--- src/rtl/core/bra_pkg.sv ---
// Shared types, constants and helpers for the banker's resource allocator.
// No dependencies; every other file of the block imports this package.
`default_nettype none
package bra_pkg;

   localparam int CUSTOMERS  = 8;
   localparam int RESOURCES  = 4;
   localparam int COUNT_BITS = 8;

   localparam int COUNT_W = COUNT_BITS;
   localparam int CUST_W  = (CUSTOMERS > 1) ? $clog2(CUSTOMERS) : 1;
   localparam int RES_W   = (RESOURCES > 1) ? $clog2(RESOURCES) : 1;
   localparam int NC_W    = $clog2(CUSTOMERS + 1);
   localparam int NR_W    = $clog2(RESOURCES + 1);
   localparam int WORK_W  = COUNT_BITS + $clog2(CUSTOMERS) + 1;
   localparam int DEPTH   = CUSTOMERS * RESOURCES;
   localparam int ADDR_W  = (DEPTH > 1) ? $clog2(DEPTH) : 1;
   localparam int QDEPTH  = 2;
   localparam int QPTR_W  = $clog2(QDEPTH);
   localparam int QCNT_W  = $clog2(QDEPTH + 1);

   localparam logic [COUNT_W-1:0] CMAX = {COUNT_W{1'b1}};

   // Command codes on req_command
   localparam logic [2:0] CMD_LOAD_MAX  = 3'd0;
   localparam logic [2:0] CMD_LOAD_FREE = 3'd1;
   localparam logic [2:0] CMD_REQUEST   = 3'd2;
   localparam logic [2:0] CMD_RELEASE   = 3'd3;
   localparam logic [2:0] CMD_DETECT    = 3'd4;

   // Status codes on rsp_status
   localparam logic [2:0] STAT_ACCEPTED = 3'd0;
   localparam logic [2:0] STAT_GRANTED  = 3'd1;
   localparam logic [2:0] STAT_DENIED   = 3'd2;
   localparam logic [2:0] STAT_NO_DEAD  = 3'd3;
   localparam logic [2:0] STAT_BROKEN   = 3'd4;
   localparam logic [2:0] STAT_REJECTED = 3'd5;

   // Configuration register indexes
   localparam logic [1:0] CSR_MODE      = 2'd0;
   localparam logic [1:0] CSR_CUSTOMERS = 2'd1;
   localparam logic [1:0] CSR_RESOURCES = 2'd2;

   typedef enum logic [2:0] {
      OP_RESULT    = 3'd0,
      OP_LOAD_MAX  = 3'd1,
      OP_LOAD_FREE = 3'd2,
      OP_STORE     = 3'd3,
      OP_DECIDE    = 3'd4,
      OP_RELEASE   = 3'd5,
      OP_DETECT    = 3'd6
   } op_type;

   typedef struct packed {
      op_type              op;
      logic [2:0]          status;
      logic [CUST_W-1:0]   cust;
      logic [RES_W-1:0]    res;
      logic [COUNT_W-1:0]  amt;
   } entry_type;

   typedef struct packed {
      logic [COUNT_W-1:0] max_claim;
      logic [COUNT_W-1:0] held_count;
      logic [COUNT_W-1:0] still_needed;
      logic [COUNT_W-1:0] pending_request;
   } word_type;

   function automatic logic [COUNT_W-1:0] sat_add(input logic [COUNT_W-1:0] a,
                                                  input logic [COUNT_W-1:0] b);
      logic [COUNT_W:0] s;
      s = {1'b0, a} + {1'b0, b};
      return s[COUNT_W] ? CMAX : s[COUNT_W-1:0];
   endfunction

   function automatic logic [COUNT_W-1:0] floor_sub(input logic [COUNT_W-1:0] a,
                                                    input logic [COUNT_W-1:0] b);
      return (a > b) ? (a - b) : '0;
   endfunction

   function automatic logic [COUNT_W-1:0] sat_amount(input logic [7:0] a);
      return (32'(a) > 32'(CMAX)) ? CMAX : COUNT_W'(a);
   endfunction

endpackage
`default_nettype wire

--- src/rtl/core/bra_front.sv ---
// Front end: takes a command, checks its indexes and sorts it into an operation.
// Depends on bra_pkg.
`default_nettype none
module bra_front (
   input  wire logic                  clock,
   input  wire logic                  reset,
   input  wire logic                  accept,
   input  wire logic [2:0]            command,
   input  wire logic [2:0]            customer_index,
   input  wire logic [1:0]            resource_index,
   input  wire logic [7:0]            amount,
   input  wire logic                  last_element,
   input  wire logic [bra_pkg::NC_W-1:0] nc,
   input  wire logic [bra_pkg::NR_W-1:0] nr,
   output logic                       push,
   output bra_pkg::entry_type         entry
);
   import bra_pkg::*;

   logic      push_ff, push_in;
   entry_type entry_ff, entry_in;
   logic      c_ok, r_ok;

   always_comb begin
      c_ok = 32'(customer_index) < 32'(nc);
      r_ok = 32'(resource_index) < 32'(nr);
      entry_in.cust   = CUST_W'(customer_index);
      entry_in.res    = RES_W'(resource_index);
      entry_in.amt    = sat_amount(amount);
      entry_in.status = STAT_DENIED;
      entry_in.op     = OP_RESULT;
      case (command)
         CMD_LOAD_MAX: begin
            if (c_ok && r_ok) entry_in.op = OP_LOAD_MAX;
            else entry_in.status = STAT_REJECTED;
         end
         CMD_LOAD_FREE: begin
            if (r_ok) entry_in.op = OP_LOAD_FREE;
            else entry_in.status = STAT_REJECTED;
         end
         CMD_REQUEST: begin
            if (c_ok && r_ok) entry_in.op = last_element ? OP_DECIDE : OP_STORE;
         end
         CMD_RELEASE: begin
            if (c_ok) entry_in.op = OP_RELEASE;
         end
         CMD_DETECT: entry_in.op = OP_DETECT;
         default: entry_in.op = OP_RESULT;
      endcase
      push_in = accept;
   end

   always_ff @(posedge clock) begin
      if (reset) push_ff <= 1'b0;
      else push_ff <= push_in;
      if (accept) entry_ff <= entry_in;
   end

   assign push  = push_ff;
   assign entry = entry_ff;
endmodule
`default_nettype wire

--- src/rtl/core/bra_queue.sv ---
// Short FIFO of classified operations between the front end and the engine.
// Depends on bra_pkg.
`default_nettype none
module bra_queue (
   input  wire logic          clock,
   input  wire logic          reset,
   input  wire logic          push,
   input  bra_pkg::entry_type push_entry,
   input  wire logic          pop,
   output logic               valid,
   output bra_pkg::entry_type head
);
   import bra_pkg::*;

   entry_type          slot_ff [QDEPTH];
   logic [QPTR_W-1:0]  wr_ff, wr_in, rd_ff, rd_in;
   logic [QCNT_W-1:0]  cnt_ff, cnt_in;
   logic               do_pop;

   always_comb begin
      do_pop = pop && (cnt_ff != '0);
      wr_in  = push ? ((32'(wr_ff) == QDEPTH - 1) ? '0 : wr_ff + 1'b1) : wr_ff;
      rd_in  = do_pop ? ((32'(rd_ff) == QDEPTH - 1) ? '0 : rd_ff + 1'b1) : rd_ff;
      cnt_in = cnt_ff + QCNT_W'(push) - QCNT_W'(do_pop);
   end

   always_ff @(posedge clock) begin
      if (reset) begin
         wr_ff  <= '0;
         rd_ff  <= '0;
         cnt_ff <= '0;
      end else begin
         wr_ff  <= wr_in;
         rd_ff  <= rd_in;
         cnt_ff <= cnt_in;
      end
      if (push) slot_ff[wr_ff] <= push_entry;
   end

   assign valid = cnt_ff != '0;
   assign head  = slot_ff[rd_ff];
endmodule
`default_nettype wire

--- src/rtl/core/bra_back.sv ---
// Engine: runs loads, requests, releases, safety walks and detection over the
// per-customer table, one table element at a time. Depends on bra_pkg.
`default_nettype none
module bra_back (
   input  wire logic                     clock,
   input  wire logic                     reset,
   input  wire logic                     mode,
   input  wire logic [bra_pkg::NC_W-1:0] nc,
   input  wire logic [bra_pkg::NR_W-1:0] nr,
   input  wire logic                     q_valid,
   input  bra_pkg::entry_type            q_entry,
   output logic                          pop,
   output logic                          rsp_valid,
   output logic [2:0]                    rsp_status,
   output logic [2:0]                    rsp_victim
);
   import bra_pkg::*;

   typedef enum logic [10:0] {
      S_IDLE     = 11'b000_0000_0001,
      S_STORE    = 11'b000_0000_0010,
      S_CHECK    = 11'b000_0000_0100,
      S_APPLY    = 11'b000_0000_1000,
      S_INIT     = 11'b000_0001_0000,
      S_WALK     = 11'b000_0010_0000,
      S_OUTCOME  = 11'b000_0100_0000,
      S_ROLLBACK = 11'b000_1000_0000,
      S_RELEASE  = 11'b001_0000_0000,
      S_ZERO     = 11'b010_0000_0000,
      S_VICTIM   = 11'b100_0000_0000
   } state_type;

   state_type           state_ff, state_in;
   entry_type           cmd_ff, cmd_in;
   logic [CUST_W-1:0]   cust_ff, cust_in;
   logic [RES_W-1:0]    res_ff, res_in;
   logic                ex_ff, ex_in, fits_ff, fits_in, prog_ff, prog_in, nz_ff, nz_in;
   logic [WORK_W-1:0]   work_ff [RESOURCES];
   logic [WORK_W-1:0]   work_in [RESOURCES];
   logic [COUNT_W-1:0]  tmp_ff [RESOURCES];
   logic [COUNT_W-1:0]  tmp_in [RESOURCES];
   logic [COUNT_W-1:0]  free_ff [RESOURCES];
   logic [COUNT_W-1:0]  free_in [RESOURCES];
   logic [CUSTOMERS-1:0] flag_ff, flag_in;
   logic                rsp_v_ff, rsp_v_in;
   logic [2:0]          status_ff, status_in, victim_ff, victim_in;

   word_type            mem [DEPTH];
   logic [DEPTH-1:0]    valid_ff;
   word_type            rd_ff, wdata;
   logic                mem_we;
   logic [ADDR_W-1:0]   addr;

   logic                last_res, last_cust, adv_cust, gained, all_done, too_big;
   logic [CUST_W-1:0]   first_open;
   logic [COUNT_W-1:0]  want, give, held_new;

   assign addr = ADDR_W'(32'(cust_ff) * RESOURCES + 32'(res_ff));

   always_comb begin
      state_in = state_ff;  cmd_in  = cmd_ff;  cust_in = cust_ff;  res_in = res_ff;
      ex_in    = ex_ff;     fits_in = fits_ff; prog_in = prog_ff;  nz_in  = nz_ff;
      work_in  = work_ff;   tmp_in  = tmp_ff;  free_in = free_ff;  flag_in = flag_ff;
      rsp_v_in = 1'b0;      status_in = status_ff;  victim_in = victim_ff;
      pop      = 1'b0;      mem_we  = 1'b0;    wdata  = rd_ff;
      adv_cust = 1'b0;      gained  = 1'b0;    give   = '0;  held_new = '0;

      last_res  = (NR_W'(res_ff) + NR_W'(1)) == nr;
      last_cust = (NC_W'(cust_ff) + NC_W'(1)) == nc;
      want      = (cmd_ff.op == OP_DECIDE) ? rd_ff.still_needed : rd_ff.pending_request;
      too_big   = WORK_W'(want) > work_ff[res_ff];

      all_done   = 1'b1;
      first_open = '0;
      for (int i = CUSTOMERS - 1; i >= 0; i--) begin
         if (i < int'(nc) && !flag_ff[i]) begin
            all_done   = 1'b0;
            first_open = CUST_W'(i);
         end
      end

      case (state_ff)
         S_IDLE: begin
            if (q_valid) begin
               pop     = 1'b1;
               cmd_in  = q_entry;
               cust_in = q_entry.cust;
               res_in  = q_entry.res;
               ex_in   = 1'b0;
               fits_in = 1'b1;
               prog_in = 1'b0;
               nz_in   = 1'b0;
               victim_in = '0;
               case (q_entry.op)
                  OP_RESULT: begin
                     rsp_v_in = 1'b1; status_in = q_entry.status;
                  end
                  OP_LOAD_FREE: begin
                     free_in[q_entry.res] = q_entry.amt;
                     rsp_v_in = 1'b1; status_in = STAT_ACCEPTED;
                  end
                  OP_LOAD_MAX: begin
                     if (q_entry.amt > free_ff[q_entry.res]) begin
                        rsp_v_in = 1'b1; status_in = STAT_REJECTED;
                     end else state_in = S_STORE;
                  end
                  OP_STORE, OP_DECIDE: state_in = S_STORE;
                  OP_RELEASE: begin
                     res_in = '0; state_in = S_RELEASE;
                  end
                  OP_DETECT: begin
                     cust_in = '0; res_in = '0; state_in = S_ZERO;
                  end
                  default: begin
                     rsp_v_in = 1'b1; status_in = STAT_DENIED;
                  end
               endcase
            end
         end
         S_STORE: begin
            if (!ex_ff) ex_in = 1'b1;
            else begin
               mem_we = 1'b1;
               ex_in  = 1'b0;
               if (cmd_ff.op == OP_LOAD_MAX) begin
                  wdata.max_claim    = cmd_ff.amt;
                  wdata.still_needed = floor_sub(cmd_ff.amt, rd_ff.held_count);
               end else wdata.pending_request = cmd_ff.amt;
               if (cmd_ff.op == OP_DECIDE) begin
                  res_in = '0; state_in = S_CHECK;
               end else begin
                  rsp_v_in = 1'b1; status_in = STAT_ACCEPTED; state_in = S_IDLE;
               end
            end
         end
         S_CHECK: begin
            if (!ex_ff) ex_in = 1'b1;
            else begin
               ex_in = 1'b0;
               if (rd_ff.pending_request > free_ff[res_ff] ||
                   (!mode && rd_ff.pending_request > rd_ff.still_needed)) begin
                  rsp_v_in = 1'b1; status_in = STAT_DENIED; state_in = S_IDLE;
               end else if (last_res) begin
                  res_in = '0; state_in = S_APPLY;
               end else res_in = res_ff + 1'b1;
            end
         end
         S_APPLY: begin
            if (!ex_ff) ex_in = 1'b1;
            else begin
               ex_in  = 1'b0;
               mem_we = 1'b1;
               free_in[res_ff] = free_ff[res_ff] - rd_ff.pending_request;
               if (!mode) begin
                  wdata.held_count   = rd_ff.held_count + rd_ff.pending_request;
                  wdata.still_needed = rd_ff.still_needed - rd_ff.pending_request;
               end else begin
                  held_new = sat_add(rd_ff.held_count, rd_ff.pending_request);
                  wdata.held_count   = held_new;
                  wdata.still_needed = floor_sub(rd_ff.max_claim, held_new);
               end
               if (last_res) begin
                  if (!mode) state_in = S_INIT;
                  else begin
                     rsp_v_in = 1'b1; status_in = STAT_GRANTED; state_in = S_IDLE;
                  end
               end else res_in = res_ff + 1'b1;
            end
         end
         S_INIT: begin
            for (int k = 0; k < RESOURCES; k++) work_in[k] = WORK_W'(free_ff[k]);
            if (cmd_ff.op != OP_DETECT) flag_in = '0;
            cust_in = '0; res_in = '0; ex_in = 1'b0; fits_in = 1'b1; prog_in = 1'b0;
            state_in = S_WALK;
         end
         S_WALK: begin
            if (!ex_ff && flag_ff[cust_ff]) adv_cust = 1'b1;
            else if (!ex_ff) ex_in = 1'b1;
            else begin
               ex_in = 1'b0;
               tmp_in[res_ff] = rd_ff.held_count;
               if (too_big) fits_in = 1'b0;
               if (last_res) begin
                  adv_cust = 1'b1;
                  if (fits_ff && !too_big) begin
                     gained = 1'b1;
                     flag_in[cust_ff] = 1'b1;
                     for (int k = 0; k < RESOURCES; k++) begin
                        if (k < int'(nr)) begin
                           work_in[k] = work_ff[k] + WORK_W'((RES_W'(k) == res_ff) ?
                                        rd_ff.held_count : tmp_ff[k]);
                        end
                     end
                  end
               end else res_in = res_ff + 1'b1;
            end
            if (adv_cust) begin
               res_in  = '0;
               fits_in = 1'b1;
               prog_in = prog_ff | gained;
               if (last_cust) begin
                  cust_in = '0;
                  if (prog_ff || gained) prog_in = 1'b0;
                  else state_in = S_OUTCOME;
               end else cust_in = cust_ff + 1'b1;
            end
         end
         S_OUTCOME: begin
            res_in = '0; ex_in = 1'b0;
            if (cmd_ff.op == OP_DETECT) begin
               if (all_done) begin
                  rsp_v_in = 1'b1; status_in = STAT_NO_DEAD; state_in = S_IDLE;
               end else begin
                  cust_in = first_open; state_in = S_VICTIM;
               end
            end else begin
               if (all_done) begin
                  rsp_v_in = 1'b1; status_in = STAT_GRANTED; state_in = S_IDLE;
               end else begin
                  cust_in = cmd_ff.cust; state_in = S_ROLLBACK;
               end
            end
         end
         S_ROLLBACK: begin
            if (!ex_ff) ex_in = 1'b1;
            else begin
               ex_in  = 1'b0;
               mem_we = 1'b1;
               free_in[res_ff]    = free_ff[res_ff] + rd_ff.pending_request;
               wdata.held_count   = rd_ff.held_count - rd_ff.pending_request;
               wdata.still_needed = rd_ff.still_needed + rd_ff.pending_request;
               if (last_res) begin
                  rsp_v_in = 1'b1; status_in = STAT_DENIED; state_in = S_IDLE;
               end else res_in = res_ff + 1'b1;
            end
         end
         S_RELEASE: begin
            if (!ex_ff) ex_in = 1'b1;
            else begin
               ex_in  = 1'b0;
               mem_we = 1'b1;
               give   = (rd_ff.pending_request > rd_ff.held_count) ?
                        rd_ff.held_count : rd_ff.pending_request;
               held_new = rd_ff.held_count - give;
               free_in[res_ff]       = sat_add(free_ff[res_ff], give);
               wdata.held_count      = held_new;
               wdata.still_needed    = floor_sub(rd_ff.max_claim, held_new);
               wdata.pending_request = '0;
               if (last_res) begin
                  rsp_v_in = 1'b1; status_in = STAT_ACCEPTED; state_in = S_IDLE;
               end else res_in = res_ff + 1'b1;
            end
         end
         S_ZERO: begin
            if (!ex_ff) ex_in = 1'b1;
            else begin
               ex_in = 1'b0;
               if (last_res) begin
                  flag_in[cust_ff] = !(nz_ff || rd_ff.held_count != '0);
                  nz_in  = 1'b0;
                  res_in = '0;
                  if (last_cust) state_in = S_INIT;
                  else cust_in = cust_ff + 1'b1;
               end else begin
                  nz_in  = nz_ff || rd_ff.held_count != '0;
                  res_in = res_ff + 1'b1;
               end
            end
         end
         S_VICTIM: begin
            if (!ex_ff) ex_in = 1'b1;
            else begin
               ex_in  = 1'b0;
               mem_we = 1'b1;
               free_in[res_ff]       = sat_add(free_ff[res_ff], rd_ff.held_count);
               wdata.held_count      = '0;
               wdata.still_needed    = rd_ff.max_claim;
               wdata.pending_request = '0;
               if (last_res) begin
                  rsp_v_in = 1'b1; status_in = STAT_BROKEN;
                  victim_in = 3'(cust_ff); state_in = S_IDLE;
               end else res_in = res_ff + 1'b1;
            end
         end
         default: state_in = S_IDLE;
      endcase
   end

   always_ff @(posedge clock) begin
      if (reset) begin
         state_ff <= S_IDLE;
         ex_ff    <= 1'b0;
         fits_ff  <= 1'b1;
         prog_ff  <= 1'b0;
         nz_ff    <= 1'b0;
         flag_ff  <= '0;
         rsp_v_ff <= 1'b0;
         valid_ff <= '0;
         for (int k = 0; k < RESOURCES; k++) free_ff[k] <= '0;
      end else begin
         state_ff <= state_in;
         ex_ff    <= ex_in;
         fits_ff  <= fits_in;
         prog_ff  <= prog_in;
         nz_ff    <= nz_in;
         flag_ff  <= flag_in;
         rsp_v_ff <= rsp_v_in;
         free_ff  <= free_in;
         if (mem_we) valid_ff[addr] <= 1'b1;
      end
      cmd_ff    <= cmd_in;
      cust_ff   <= cust_in;
      res_ff    <= res_in;
      work_ff   <= work_in;
      tmp_ff    <= tmp_in;
      status_ff <= status_in;
      victim_ff <= victim_in;
   end

   // Table memory: one read and one write port, registered read data.
   always_ff @(posedge clock) begin
      if (mem_we) mem[addr] <= wdata;
      rd_ff <= valid_ff[addr] ? mem[addr] : '0;
   end

   assign rsp_valid  = rsp_v_ff;
   assign rsp_status = status_ff;
   assign rsp_victim = victim_ff;
endmodule
`default_nettype wire

--- src/rtl/core/bankers_resource_allocator.sv ---
// Banker's resource allocator. The safety and detection walks read the table memory
// one element at a time through its read port, in at most nc+1 passes, and make a
// final request element or a detection the longest operations.
// One item at a time: busy stays high from accept until its result strobe.
// Synchronous active-high reset clears all counts and tables and sets the configuration to its defaults.
`default_nettype none
module bankers_resource_allocator (
   input  wire logic       clock,
   input  wire logic       reset,
   input  wire logic       start,
   output logic            busy,
   input  wire logic [2:0] req_command,
   input  wire logic [2:0] req_customer_index,
   input  wire logic [1:0] req_resource_index,
   input  wire logic [7:0] req_amount,
   input  wire logic       req_last_element,
   output logic            rsp_valid,
   output logic [2:0]      rsp_status,
   output logic [2:0]      rsp_victim_customer,
   input  wire logic       csr_write_enable,
   input  wire logic [1:0] csr_index,
   input  wire logic [3:0] csr_write_data
);
   import bra_pkg::*;

   logic              mode_ff, mode_in;
   logic [3:0]        cust_cfg_ff, cust_cfg_in;
   logic [2:0]        res_cfg_ff, res_cfg_in;
   logic              inflight_ff, inflight_in;
   logic [NC_W-1:0]   nc;
   logic [NR_W-1:0]   nr;
   logic              accept, push, q_valid, pop;
   entry_type         push_entry, q_entry;

   // Hold configuration; writes must land only while idle: the user ensures it, the block does not enforce it.
   always_comb begin
      mode_in     = mode_ff;
      cust_cfg_in = cust_cfg_ff;
      res_cfg_in  = res_cfg_ff;
      if (csr_write_enable) begin
         case (csr_index)
            CSR_MODE:      mode_in     = csr_write_data[0];
            CSR_CUSTOMERS: cust_cfg_in = csr_write_data;
            CSR_RESOURCES: res_cfg_in  = csr_write_data[2:0];
            default:       mode_in     = mode_ff;
         endcase
      end
   end

   // Clamp active counts into 1..CUSTOMERS and 1..RESOURCES.
   always_comb begin
      if (cust_cfg_ff == '0) nc = NC_W'(1);
      else if (32'(cust_cfg_ff) > CUSTOMERS) nc = NC_W'(CUSTOMERS);
      else nc = NC_W'(cust_cfg_ff);
      if (res_cfg_ff == '0) nr = NR_W'(1);
      else if (32'(res_cfg_ff) > RESOURCES) nr = NR_W'(RESOURCES);
      else nr = NR_W'(res_cfg_ff);
   end

   // Raise busy on accept, drop it with the result strobe.
   assign accept = start && !inflight_ff;
   always_comb begin
      inflight_in = inflight_ff;
      if (accept) inflight_in = 1'b1;
      else if (rsp_valid) inflight_in = 1'b0;
   end

   always_ff @(posedge clock) begin
      if (reset) begin
         mode_ff     <= 1'b0;
         cust_cfg_ff <= 4'd8;
         res_cfg_ff  <= 3'd4;
         inflight_ff <= 1'b0;
      end else begin
         mode_ff     <= mode_in;
         cust_cfg_ff <= cust_cfg_in;
         res_cfg_ff  <= res_cfg_in;
         inflight_ff <= inflight_in;
      end
   end

   assign busy = inflight_ff;

   bra_front u_front (
      .clock          (clock),
      .reset          (reset),
      .accept         (accept),
      .command        (req_command),
      .customer_index (req_customer_index),
      .resource_index (req_resource_index),
      .amount         (req_amount),
      .last_element   (req_last_element),
      .nc             (nc),
      .nr             (nr),
      .push           (push),
      .entry          (push_entry)
   );

   bra_queue u_queue (
      .clock      (clock),
      .reset      (reset),
      .push       (push),
      .push_entry (push_entry),
      .pop        (pop),
      .valid      (q_valid),
      .head       (q_entry)
   );

   bra_back u_back (
      .clock      (clock),
      .reset      (reset),
      .mode       (mode_ff),
      .nc         (nc),
      .nr         (nr),
      .q_valid    (q_valid),
      .q_entry    (q_entry),
      .pop        (pop),
      .rsp_valid  (rsp_valid),
      .rsp_status (rsp_status),
      .rsp_victim (rsp_victim_customer)
   );
endmodule
`default_nettype wire

--- config.mk ---
export PLATFORM = sky130hd
export DESIGN_NAME = bankers_resource_allocator
export DESIGN_NICKNAME = d
export VERILOG_FILES = /design/src/rtl/core/bra_pkg.sv /design/src/rtl/core/bra_front.sv /design/src/rtl/core/bra_queue.sv /design/src/rtl/core/bra_back.sv /design/src/rtl/core/bankers_resource_allocator.sv
export SDC_FILE = /design/constraint.sdc
export NUM_CORES = 2
export LEC_CHECK = 0
export BUFFER_PORTS_ARGS = -buffer_cell sky130_fd_sc_hd__buf_4
export CORE_UTILIZATION = 35
export CTS_CLUSTER_DIAMETER = 150
export DETAILED_ROUTE_END_ITERATION = 12
export SYNTH_ARGS = -nofsm -noshare
export SYNTH_HDL_FRONTEND = slang
export SYNTH_SLANG_ARGS = --single-unit
--- constraint.sdc ---
create_clock -name clock -period 10.6 [get_ports clock]
set_input_delay 2.12 -clock clock [delete_from_list [all_inputs] [get_ports clock]]
set_output_delay 2.12 -clock clock [all_outputs]
set_load 0.05 [all_outputs]
After elaboration in Yosys (flattened, before gate mapping)
Memories as Yosys holds them, arrays and structs flattened. A register that Yosys moved wholly into a read port is not among the register bits.
Index checks and enable logic that the tools add are counted.
{ "totals": {"mem_bits_rw": 1062, "output_inout_bits": 8, "latchBits": 0, "wordCells": 495, "register_bits": 226, "input_bits": 27, "memories": 2, "rom_bits": 0} }
{ "classes": {"bitwise": 6, "div_mod_pow": 0, "addsub": 26, "shift": 0, "eq_ne": 77, "n_reduce_logical": 82, "n_mux": 230, "n_lt_le_gt_ge": 32, "multipliers": 0} }
{ "mem_list": {"columns": ["name", "depth", "word_bits", "read_ports", "rd_ports_with_merged_regs", "wr", "line", "rtl"], "rows": [
  ["u_back.mem", 32, 32, 1, 1, 1, "bra_back.sv:48", "word_type mem [DEPTH];"],
  ["u_queue.slot_ff", 2, 19, 1, 1, 1, "bra_queue.sv:15", "entry_type slot_ff [QDEPTH];"]
]} }
{ "op_table": {"columns": ["operator", "n"], "rows": [
  ["2-to-1 mux 8 bit", 31],
  ["2-to-1 mux 11 bit", 18],
  ["bitwise mux 32 bit", 6],
  ["2-to-1 mux 32 bit", 6],
  ["2-to-1 mux 48 bit", 4],
  ["one-hot mux 32 bit (5 select lines)", 1],
  ["2-to-1 mux 3 bit", 47],
  ["one-hot mux 11 bit (9 select lines)", 1],
  ["one-hot mux 48 bit (2 select lines)", 1],
  ["2-to-1 mux 12 bit", 6],
  ["2-to-1 mux 16 bit", 4],
  ["2-to-1 mux 1 bit", 59],
  ["greater-than comparator 8 bit", 7],
  ["!= test 2 x 1 -> 1 bit (second input constant)", 28],
  ["subtractor 8 bit", 7],
  ["adder 12 bit", 4],
  ["2-to-1 mux 24 bit", 2],
  ["one-hot mux 8 bit (3 select lines)", 2],
  ["one-hot mux 11 bit (4 select lines)", 1],
  ["one-hot mux 8 bit (5 select lines)", 1],
  ["binary-select mux 8 bit (select 2 bit)", 2],
  ["demux 8 bit (select 2 bit)", 2],
  ["bitwise OR 32 bit", 1],
  ["one-hot mux 8 bit (4 select lines)", 1],
  ["99 further kinds", 211]
]} }

Logic depth before layout (Yosys ltp)
{ "logic_depth": {"word_depth": 17, "depth_mapped": 28, "mapped_depth_nobuf": 27} }

Hierarchy
A second synthesis with hierarchy kept.
{ "hier_totals": {"hier_cells": 3743, "area_unflattened_um2": 58876.5} }
{ "modules_own_cells": {"columns": ["module", "instances", "cells_per_inst", "area_each_um2", "seq_area_each_um2"], "rows": [
  ["bra_back", 1, 3562, 55981.2, 36304.8],
  ["bra_queue", 1, 81, 1660.3, 1241.2],
  ["bra_front", 1, 52, 784.5, 560.5],
  ["bankers_resource_allocator", 1, 48, 450.4, 180.2]
]} }

Least setup slack after synthesis
OpenSTA, ideal clock, no wires.
{ "synth_path": {"kind": "reg2reg", "start": "register, netlist name u_back.rd_ff[1]", "end": "memory u_back.mem[0][12] in the netlist's numbering (data pin)", "slack_ps": 3694, "setup_ps": 467, "period_less_slack_ps": 6906, "path_stages_with_launch": 25, "arrival_time_ps": 6439, "t_required_ps": 10133, "n_path_buf": 1, "path_cell_list": "dfxtp_1 inv_1 fa_1 a21o_1 a211oi_1 nor2_1 o41ai_1 clkbuf_1 nand2_1 o21ai_0 inv_1 ha_1 nor2b_1 o21ai_0 a21oi_1 nor4_1 nor3_1 xnor2_1 inv_1 ha_1 nand4_1 nor3_1 nor3_1 o31ai_1 o31ai_1"} }
{ "synth_rtl": {"columns": ["item", "line"], "rows": [
  ["to (decl)", "bra_back.sv:48"]
]} }

==> summary.md <==
| Metric | Value |
|---|---|
| Outcome | completed |
| Post-layout nets | 3916 |
| CP Depth | 23 |
| CTS tree | built |
| Max Slew Vio Count | 0 |
| Warnings, synthesis | 0 |
| Startpoint Class | register |
| Core region area | 0.165 mm² |
| CP endpoint kind | register |
| Initial DRC Count | 3910 |
| Drt via density | 5.78 |
| Io pins | 35 |
| R2R Path Start | u_back.rd_ff[1] |
| DPL Wire Length | roughly 100000 µm |
| Dpl ws | between 3 and 4 ns |
| Crit path to | u_back.mem[22][14] |
| Worst path cell trace | inv_1 -> fa_1 -> a21o_1 -> a211oi_1 -> nor2_1 -> o41ai_2 -> buf_4 -> nand2_1 -> o21ai_0 -> inv_1 -> ha_1 -> nor2b_1 -> o21ai_0 -> nand2b_1 -> xnor2_1 -> ha_1 -> o21a_1 -> o21ai_0 -> a21oi_1 -> o31ai_1 -> nor3_1 -> o21ai_0 -> nand4_1 |
| Critical-path top delay cell | nand4_1 |
| Number of flops mapped to enable cells by yosys | 1183 |
| Async set or reset register ratio after synthesis | 0 |
| Max_slew headroom | 0.107 |
| Critical path buffers and inverters | 3 |
| Starting density of the core | 0.353 |
| Mean routed wirelength per cell | 28.4 µm |
| Net Switching | around 4.4 mW |
| Synth Net Count | 3831 |
| Hold slack | between 0.4 and 0.5 ns |
| Placer Congestion | 0.940 |
| H-Tree Depth | 4 |
| Vias | between 30k and 40k |
| Root Driver | clkbuf_16 |
| Clock network power share | 0.344 |
| Clock sinks | 1318 |
| Via count of the first global-routing pass | between 30k and 40k |
| Share of post-route cells with drive strength above 1 | 0.197 |
| Crit Path Max Fanout | 32 |
| Synthesized flop and latch total | ~1.3k |
| Reg2Reg Capture Point | u_back.mem[22][14] |
| Drt total wl | 171000 µm |
| Overflow left after global routing | 0 |
| PwrDens | about 210 mW/mm² |
| Initial antenna violation count | 7 |
| Post-route minimum period | 7.29 ns |
| Cts-stage hold buffer count | 0 |
| Fin. Hold Viols | 0 |
| DRC errors left | 0 |
| Sequential Power Share | 0.415 |
| Max Clock Freq | 137 MHz |
| Critical Path Max Stage Delay | 0.95 ns |
| CP dominant cell by count | o21ai_0 |
| First-pass GRT wire length | 246000 µm |
| Top FF cell, synth | edfxtp_1 |
| Power share of the combinational group | 0.241 |
| Internal | 9.77 mW |
| Worst-Skew Late Latency | 0.80 ns |
| Min-delay worst type | register to register |
| Worst Tran Pin Value | between 1 and 1.5 ns |
| Final std cells w/o fill | around 6k |
| Switching share of power | 0.312 |
| Worst setup margin | 3.31 ns |
| Layout area overhead | 13.7% |
| Crit path arrival time | 7.43 ns |
| Crit-path leading delay family | compound AO/OA/AOI/OAI gates |
| Crit Path Category | register to register |
| CP Launch Point | u_back.rd_ff[1] |
| RSZ-0062 raised after global routing | false |
| Die ar. | 0.168 mm² |
| Mapped Cells | 3636 |
| Die Ht | 410 µm |
| Mapped cell area | 0.0584 mm² |
| Syn Area/Cell | around 16 µm² |
| Largest net degree at the start of global routing | 106 |
| Final setup fails | 0 |
| R2r setup slk | 3.31 ns |
| Final ANT Viol Nets | 0 |
| Leakage power | 19.3 nW |
| Required time of the worst setup path | 10.74 ns |
| Number of gates resized after CTS | 0 |
| Max-cap violation count | 0 |
| IO buf count | 34 |
| FP Rows | 149 |
| Worst VDD drop | 0.204 mV |
| Clk slew on worst S/H paths | around 0.06 ns |
| Fin crit share | 0.688 |
| Post-route setup TNS | 0 ns |
| Worst reg2reg path depth | 23 |
| Worst Skew | approximately 0.070 ns |
| GRT Total Usage | 0.202 |
| Total iterations of the first detailed-routing run | 6 |
| Longest Clk Path Bufs | 3 |
| Placed cell count | 5769 |
| Seq/Total Area, Yosys | 0.655 |
| Inserted Clock Buffers | 139 |
| Netlist cell types | around 90 |
| Setup Buffers After CTS | 0 |
| Die Wd | 410 µm |
==> worst register-to-register path: cells and delay by family, from the launching register on <==
kind            cells  cell delay [ns]
fa+ha+maj           3             1.16
flops               1             0.56
xor+xnor            1             0.24
simple gates        6             1.44
compound gates     10             2.60
buf+inv             3             0.68
==> how the worst min path moves through the flow <==
stage	startpoint	endpoint	slack, ns	depth (start not counted)
6_report	u_front.entry[13]	u_queue.slot_ff[1][15]	0.45	0
5_1_grt	u_front.entry[2]	u_queue.slot_ff[1][2]	0.46	0
4_1_cts	u_front.entry[13]	u_queue.slot_ff[1][15]	0.45	0
3_5_place_dp	u_front.entry[13]	u_queue.slot_ff[0][15]	0.43	0
3_3_place_gp	u_front.entry[11]	u_queue.slot_ff[0][11]	0.43	0
2_1_floorplan	u_front.entry[0]	u_queue.slot_ff[0][0]	0.42	0
==> layout make-up <==
class                   instances  area [µm²]
flip-flops and latches       1318       38200
well taps                    2189        2740
repair buffers                126         996
inverters                      96         360
diodes                          1        2.50
clock inverters                80         980
clock buffers                 177        3640
multi-input cells            2040       19400
fillers                     15000       98900
==> cell usage after synthesis, types with 14 or more instances <==
cell	n	share of area
a221oi_1	46	0.0069
nor2_1	186	0.012
mux4_2	291	0.11
o21ai_0	146	0.013
nor4_1	17	0.0018
a22o_1	43	0.0065
o21bai_1	20	0.0026
ha_1	152	0.033
a31oi_1	50	0.0054
dfxtp_1	135	0.046
xnor2_1	47	0.0071
a21o_1	33	0.0042
nor2b_1	37	0.0040
a211oi_1	32	0.0041
and2_1	21	0.0023
nand2_1	144	0.0093
a21oi_1	120	0.010
mux2_2	50	0.0096
buf_2	51	0.0044
mux2i_1	41	0.0070
nor3_1	54	0.0046
a22oi_1	70	0.0090
nand3_1	31	0.0027
edfxtp_1	1183	0.61
xor2_1	46	0.0069
o21ai_1	21	0.0018
fa_1	16	0.0055
o221ai_1	20	0.0030
buf_1	14	0.00090
o211ai_1	20	0.0026
clkbuf_1	115	0.0074
nand2b_1	25	0.0027
o22ai_1	16	0.0017
o21a_1	57	0.0073
inv_1	92	0.0059
==> power by group through the flow <==
stage	clock (mW)	combinational, mW	sequential [mW]
floorplan	0	2.44	5.91
global placement	0	3.41	5.99
detailed placement	0	3.42	5.99
CTS	4.95	3.43	5.88
global route	5.16	3.67	5.89
finish	4.88	3.43	5.89
==> cells in the final DEF (no fill, tap or decap), types with 24 or more instances in the layout <==
cell type | synthesis | final
a31oi_1 | 50 | 49
a22o_1 | 43 | 43
nand3_1 | 31 | 31
inv_1 | 92 | 92
a221oi_1 | 46 | 46
a22oi_1 | 70 | 70
mux2_2 | 50 | 50
nand2b_1 | 25 | 25
nor2b_1 | 37 | 36
buf_4 | 2 | 122
xnor2_1 | 47 | 47
clkbuf_16 | 0 | 139
mux2i_1 | 41 | 41
a211oi_1 | 32 | 32
dfxtp_1 | 135 | 135
nor2_4 | 0 | 34
nor2_1 | 186 | 151
nor3_1 | 54 | 52
nand2_1 | 144 | 144
clkbuf_1 | 115 | 36
xor2_1 | 46 | 46
o21ai_0 | 146 | 143
clkinv_1 | 2 | 26
clkinv_2 | 0 | 24
a21oi_1 | 120 | 120
a21o_1 | 33 | 33
edfxtp_1 | 1183 | 1183
ha_1 | 152 | 152
o21a_1 | 57 | 57
mux4_2 | 291 | 291
==> kinds of logic (layout without fill, tap and decap cells) <==
| family | count (synthesis) | count (layout) | synth area share |
|---|---|---|---|
| xor+xnor | 93 | 93 | 0.0140 |
| mux | 382 | 382 | 0.129 |
| compound gates | 784 | 784 | 0.0921 |
| buf+inv | 278 | 479 | 0.0191 |
| simple gates | 613 | 613 | 0.0527 |
| flops | 1318 | 1318 | 0.655 |
| fa+ha+maj | 168 | 168 | 0.0381 |
| other cells | 0 | 1 | 0 |
==> routing by layer <==
metal  GRT usage  share of wire  wire length [µm]  up-vias
li1            -              -                 -    14900
met1       0.276           0.42             72100    18200
met2       0.327           0.48             81900     1517
met3      0.0320          0.069             11900      292
met4      0.0660          0.032              5450        8
met5           0        0.00025                43        -
==> sequential cells by signal, summed over array words and instances (netlist names), 4 cells and up, named ones only <==
register	flops
cust_cfg_ff	4
u_back.cmd_ff	14
u_back.flag_ff	8
u_back.free_ff	32
u_back.mem	1024
u_back.rd_ff	32
u_back.state_ff	11
u_back.tmp_ff	32
u_back.valid_ff	32
u_back.work_ff	48
u_front.entry	18
u_queue.slot_ff	36
==> metrics by stage <==
step | power, mW | area [µm²] | util
floorplan | 8.35 | 58400 | -
global placement | 9.41 | 61700 | 0.374
detailed placement | 9.41 | 61700 | 0.374
CTS | 14.3 | 66300 | 0.402
global route | 14.7 | 66300 | 0.402
finish | 14.2 | 66300 | 0.402
Power figures use the tool's default switching activity.
